`config.mk`:
```
export PLATFORM = sky130hd
export DESIGN_NAME = psm_ctrl
export DESIGN_NICKNAME = d
export VERILOG_FILES = /design/src/sv/psm_pkg.sv /design/src/sv/psm_ctrl.sv
export SDC_FILE = /design/constraint.sdc
export NUM_CORES = 1
export LEC_CHECK = 0
export BUFFER_PORTS_ARGS = -buffer_cell sky130_fd_sc_hd__buf_2
export CORE_AREA = 2 2 46 48
export DETAILED_ROUTE_END_ITERATION = 6
export DIE_AREA = 0 0 48 50
export GPL_ROUTABILITY_DRIVEN = 0
export PLACE_DENSITY_LB_ADDON = 0.2
export SYNTH_ARGS = -nofsm -noshare
export SYNTH_HDL_FRONTEND = slang
export SYNTH_SLANG_ARGS = --single-unit
export TNS_END_PERCENT = 5
```
`constraint.sdc`:
```
create_clock -name clk -period 2.64 [get_ports clk]
set_input_delay 0.396 -clock clk [delete_from_list [all_inputs] [get_ports clk]]
set_output_delay 0.396 -clock clk [all_outputs]
set_load 0.05 [all_outputs]
```
`src/sv/psm_pkg.sv`:
```
// Shared types and constants for the pulse speed meter.
package psm_pkg;

	localparam int TimeWidth   = 32;
	localparam int HistWidth   = 16;
	localparam int DistWidth   = 16;
	localparam int SpeedWidth  = 24;
	localparam int KmWidth     = 26;
	localparam int CountWidth  = 16;
	localparam int PeriodWidth = 32;
	localparam int CfgWidth    = 16;

	// divider: dividend is distance << 8, one quotient bit per step
	localparam int QuoWidth    = SpeedWidth;
	localparam int StepWidth   = $clog2(QuoWidth);
	localparam logic [StepWidth-1:0] LastStep = StepWidth'(QuoWidth - 1);

	// km speed: floor(speed*18/5), x = speed*18
	localparam int KmXWidth    = SpeedWidth + 5;
	localparam int RecipWidth  = 32;
	localparam int KmProdWidth = KmXWidth + RecipWidth;
	localparam logic [RecipWidth-1:0] RecipFive = 32'd858993459; // (2^32-1)/5

	localparam logic [HistWidth-1:0] HistForce  = 16'he000;
	localparam logic [HistWidth-1:0] HistAccept = 16'hf000;

	localparam logic [DistWidth-1:0] DistanceReset = 16'd4000;
	localparam logic [CfgWidth-1:0]  OffsetReset   = 16'd50;

	localparam logic OpTick = 1'b0;
	localparam logic OpEdge = 1'b1;

	typedef enum logic [0:0] {
		CFG_BAND_DISTANCE = 1'b0,
		CFG_PERIOD_OFFSET = 1'b1
	} cfg_index_t;

	typedef struct packed {
		logic op;
		logic pin_level;
	} item_t;

	typedef struct packed {
		logic [SpeedWidth-1:0]  speed_q8;
		logic [KmWidth-1:0]     speed_km_q8;
		logic [SpeedWidth-1:0]  max_speed_q8;
		logic [KmWidth-1:0]     max_speed_km_q8;
		logic [CountWidth-1:0]  pulse_count;
		logic [PeriodWidth-1:0] period_ms;
	} result_t;

	typedef enum logic [2:0] {
		ST_IDLE,
		ST_DIV,
		ST_KM_MUL,
		ST_KM_FIX,
		ST_EMIT
	} state_t;

	typedef struct packed {
		logic tick_acc;
		logic edge_acc;
		logic div_step;
		logic div_last;
		logic km_mul;
		logic km_fix;
		logic emit;
	} ctrl_cmd_t;

	typedef struct packed {
		logic pulse_hit;
		logic div_zero;
	} dp_status_t;

endpackage

```
`src/sv/psm_ctrl.sv`:
```
// Sequencer for the pulse speed meter: accept, divide, km scale, emit.
module psm_ctrl (
	input  logic                 clk,
	input  logic                 arst_n,
	input  logic                 item_valid,
	input  logic                 item_op,
	output logic                 item_stall,
	output logic                 result_valid,
	input  logic                 result_stall,
	input  psm_pkg::dp_status_t  status,
	output psm_pkg::ctrl_cmd_t   cmd
);
	import psm_pkg::*;

	state_t               state_q, state_d;
	logic [StepWidth-1:0] step_q, step_d;
	logic                 result_valid_q, result_valid_d;
	logic                 take;
	logic                 slot_free;

	always_ff @(posedge clk or negedge arst_n) begin
		if (!arst_n) begin
			state_q        <= ST_IDLE;
			step_q         <= '0;
			result_valid_q <= 1'b0;
		end else begin
			state_q        <= state_d;
			step_q         <= step_d;
			result_valid_q <= result_valid_d;
		end
	end

	assign take      = item_valid && (state_q == ST_IDLE);
	assign slot_free = !result_valid_q || !result_stall;

	always_comb begin
		state_d        = state_q;
		step_d         = step_q;
		cmd            = '0;
		result_valid_d = result_valid_q && result_stall;
		case (state_q)
			ST_IDLE: begin
				if (take) begin
					if (item_op == OpTick) begin
						cmd.tick_acc = 1'b1;
					end else begin
						cmd.edge_acc = 1'b1;
						if (status.pulse_hit) begin
							step_d  = LastStep;
							state_d = status.div_zero ? ST_KM_MUL : ST_DIV;
						end
					end
				end
			end
			ST_DIV: begin
				cmd.div_step = 1'b1;
				if (step_q == '0) begin
					cmd.div_last = 1'b1;
					state_d      = ST_KM_MUL;
				end else begin
					step_d = step_q - 1'b1;
				end
			end
			ST_KM_MUL: begin
				cmd.km_mul = 1'b1;
				state_d    = ST_KM_FIX;
			end
			ST_KM_FIX: begin
				cmd.km_fix = 1'b1;
				state_d    = ST_EMIT;
			end
			ST_EMIT: begin
				if (slot_free) begin
					cmd.emit       = 1'b1;
					result_valid_d = 1'b1;
					state_d        = ST_IDLE;
				end
			end
			default: begin
				state_d = ST_IDLE;
			end
		endcase
	end

	assign item_stall   = (state_q != ST_IDLE);
	assign result_valid = result_valid_q;

	a_hit_starts_work: assert property (@(posedge clk) disable iff (!arst_n)
		(cmd.edge_acc && status.pulse_hit) |=> (state_q == ST_DIV || state_q == ST_KM_MUL))
		else $error("accepted pulse did not start the computation");

	a_div_ends: assert property (@(posedge clk) disable iff (!arst_n)
		(state_q == ST_DIV && step_q == '0) |=> (state_q == ST_KM_MUL))
		else $error("divider overran its step count");

	a_emit_free: assert property (@(posedge clk) disable iff (!arst_n)
		cmd.emit |-> (!result_valid_q || !result_stall))
		else $error("result register overwritten while held");

	a_valid_from_emit: assert property (@(posedge clk) disable iff (!arst_n)
		$rose(result_valid_q) |-> $past(state_q == ST_EMIT))
		else $error("result valid raised outside emit");

endmodule

```
== Word level (Yosys, flattened, before mapping) ==
Cells that the tools add are included.
Storage, ports and cells
  logic and storage cells: 49
  output and inout bits: 9
  bits in registers: 9
  input bits: 7
Operators by class
  reduce and logical (&&, ||, !) cells: 11
  mux-type cells: 24
  equal/unequal tests: 10
  add/subtract/negate cells: 1
Operators with widths (count)
  $mux 5: 4
  $mux 3: 5
  $pmux 3 s5: 1
  $ne 2x2->1 const B: 6
  $pmux 5 s2: 1
  $reduce_and 5->1: 2
  $mux 1: 9
  $mux 2: 4
  $eq 3x2->1 const B: 2
  $logic_not 5->1: 1
  $sub 5x1->5 const B: 1
  $eq 3x1->1 const B: 1
  $eq 3x3->1 const B: 1
  $logic_not 3->1: 1
  $reduce_bool 3->1: 1
  $logic_and 1x1->1: 2
  $logic_not 1->1: 2
  $reduce_bool 2->1: 1
  $logic_or 1x1->1: 1

== Depth between registers and ports, before layout ==
  depth after elaboration: 5
  mapped depth: 5

== Worst setup path after synthesis ==
OpenSTA, ideal clock, no wires.
  path type: register -> output
  start: reg state_q[2]
  end: out cmd[6] (netlist bit)
  stages on the path, launching flop included: 4
  data required time: 2.244 ns
  slack: 0.058 ns
  arrival: 2.186 ns
  path through: dfrtp_1 -> or3_1 -> buf_2 -> nor3b_1
RTL lines
  start, declared: RTL line psm_ctrl.sv:15  | state_t state_q, state_d;
  start signal, assigned: RTL line psm_ctrl.sv:27  | state_q <= state_d;
  end, declared: RTL line psm_ctrl.sv:11  | output psm_pkg::ctrl_cmd_t cmd

==> impl_results.md <==
* Worst R2R Start: step_q[0]
* CP Max Fanout at 4
* R2R Path End: state_q[1]
* Setup crit end: cmd[3]
* Remaining DRCs at 0
* Port bufs at 15
* Crit share post-route at about four fifths
* Antenna fix cells at 0
* Starting Density at a little under 30%
* Mean post-synth cell area at 9.96 µm²
* Leakage power at 0.321 nW
* Largest net degree at the start of global routing at 10
* Worst vdd ir at ~0.47 mV
* Worst min-delay path category: in2reg
* Final min period at 2.16 ns
* FF-to-FF setup slack at roughly 1.1 ns
* Post-DRT Antenna Nets at 0
* Nets at between 80 and 90
* Status: finished clean
* Antenna violations before repair at 0
* Post-CTS Setup Bufs at 0
* Setup TNS at 0 ns
* Synthesized area at 548 µm²
* Total Wirelength at 1110 µm
* Maximum clock frequency at about 0.46 GHz
* CP required at 2.24 ns
* Slowest cell on the critical path: or4b_4
* Layout cells sized above 1 at 34.2%
* # Max-Cap Violations at 0
* Hold_ws at just over 0.4 ns
* Clk buf depth at 2
* Setup ws final at between 0.4 and 0.5 ns
* Worst reg2reg path depth at 5
* Startpoint Class: register
* Die area at between 2000 and 2500 µm²
* Cells after Synth at 55
* Vias in the first global route at 405
* All-Layer GR Usage at ~11%
* Vias per cell at about 4.6
* Die Y at about 50 µm
* Place WS at 0.755 ns
* Synthesized Nets at 63
* Yosys cell types at 32
* Worst Setup End Kind: output pin
* Setup crit start: step_q[0]
* Max incr delay on CP at just under 0.5 ns
* Initial DRT Pass Iterations at 2
* CTS HTree Levels at 1
* Slew Limit Fails at 0
* Total grt overflow at 0
* I/O pins at 16
* Measured slew at the worst slew-check pin at roughly 0.35 ns
* Clock Skew at roughly 0.0024 ns
* CTS tree: done
* WS Path Type: reg2out
* Critical path, cell by cell: inv_1 -> ha_1 -> or4b_4 -> nor2_1 -> buf_2
* Iter 0 DRT Violations at 3
* Final setup vio count at 0
* Clk_lat worst skew at about 0.26 ns
* Post-layout power at between 800 and 900 µW
* CTS sink cnt at 9
* First-pass GRT wire length at ~1800 µm
* Die W at approximately 48 µm
* Via Count at approximately 460
* YS warnings at 0
* Area growth syn-to-layout at 23.5%
* Clock-pin slew of the registers on the worst-case setup and hold paths at 0.06 ns
* Rows at 16
* Num CTS Buffers at 3
* Core Region at 1900 µm²
* Hpwl dp at between 800 and 900 µm
* Synthesis-stage register bit count at 9
* Seq/Total Area, Yosys at 41.1%
* Worst slew margin relative to its limit at between 70% and 80%
* Cell Pwr Density at between 1000 and 1500 nW/µm²
* Clock root cell: clkbuf_4
* Final Hold Viols at 0
* Fin util at between 30% and 40%
* RSZ-0062 raised after global routing: no
* DR WL/cell at about 11 µm
* WP data arrival at about 1.8 ns
## how the worst min path moves through the flow
stage / slack [ns] / depth (start not counted) / end / from
after global placement: 0.26 / 1 / state_q[1] / arst_n
after CTS: 0.40 / 3 / result_valid / result_stall
after detailed placement: 0.27 / 1 / state_q[0] / arst_n
after floorplan: 0.10 / 0 / result_valid / arst_n
after global routing: 0.43 / 3 / result_valid / result_stall
final: 0.41 / 3 / result_valid / result_stall
## what timing repair did
item / in CTS / in global routing
hold endpoints to repair: 9 / 0
resized for setup: 0 / 0
hold buffers: 1 / 0
## layout by cell type (no fill, tap or decap), drive strengths merged, types with 2 or more instances in the layout
cell type / count
buf: 15
dfrtp: 9
nor2: 5
inv: 4
nand2: 4
clkbuf: 4
a2bb2oi: 3
or3: 2
a21oi: 2
o21a: 2
or3b: 2
o22ai: 2
## kinds of logic after synthesis
| logic type | after synthesis | share of synthesized area, % |
|---|---|---|
| xor+xnor | 1 | 1.60 |
| compound gates | 15 | 22.4 |
| buf+inv | 7 | 6.39 |
| flops | 9 | 41.1 |
| simple gates | 21 | 24.2 |
| mux | 1 | 2.05 |
| fa+ha+maj | 1 | 2.28 |
## cell usage after synthesis, drive strengths merged
master | n | area [µm²]
o31ai | 1 | 7.51
inv | 4 | 15.0
nand3 | 1 | 5.00
dfrtp | 9 | 225
o21ai | 1 | 5.00
o21a | 2 | 15.0
a2bb2oi | 3 | 26.3
clkinv | 1 | 3.75
o41ai | 1 | 16.3
mux2 | 1 | 11.3
o22ai | 2 | 18.8
nor3 | 1 | 5.00
and3 | 1 | 6.26
or4b | 1 | 13.8
o221ai | 1 | 8.76
nor4b | 1 | 15.0
a211oi | 1 | 7.51
xnor2 | 1 | 8.76
nor3b | 1 | 7.51
or3 | 2 | 12.5
and3b | 1 | 10.0
nor2 | 5 | 18.8
o21bai | 1 | 7.51
or3b | 2 | 17.5
nand2 | 4 | 15.0
ha | 1 | 12.5
and2 | 1 | 6.26
a21oi | 2 | 10.0
buf | 2 | 16.3
## power breakdown
part           internal, mW  switching, mW  total (mW)
Clock                0.0583         0.0487       0.107
Sequential            0.196         0.0682       0.264
Combinational         0.166          0.320       0.486
## through the flow
stage | area, µm² | std cells
2_1_floorplan | 548 | 55
3_3_place_gp | 641 | 95
3_5_place_dp | 641 | 95
4_1_cts | 677 | 100
5_1_grt | 677 | 100
6_report | 677 | 100
## routing by layer
| layer | vias to the layer above | track usage (%) | wire length (µm) |
|---|---|---|---|
| li1 | 241 | - | - |
| met1 | 200 | 17.3 | 634 |
| met2 | 14 | 13.1 | 408 |
| met3 | 4 | 3.30 | 36 |
| met4 | 0 | 6.76 | 26 |
| met5 | - | 0 | 0 |
## sequential cells by signal, indices dropped and copies added (netlist names)
| signal | flops |
|---|---|
| result_valid | 1 |
| state_q | 3 |
| step_q | 5 |
## area by class of cell
cell class / instances / area [µm²]
sequential: 9 / 225
tap: 27 / 33.8
multi-input combinational: 39 / 288
inverter: 5 / 18.8
timing repair buffer: 16 / 85.1
fill: 208 / 1220
clock buffer: 4 / 26.3
## worst max-delay path: cells and delay by family (launching register included)
kind,cells,cell delay [ns]
buffers and inverters,2,0.34
adder cells (fa/ha/maj),1,0.21
flip-flops,1,0.37
AND/OR/NAND/NOR,2,0.59
Power figures use the tool's default switching activity.
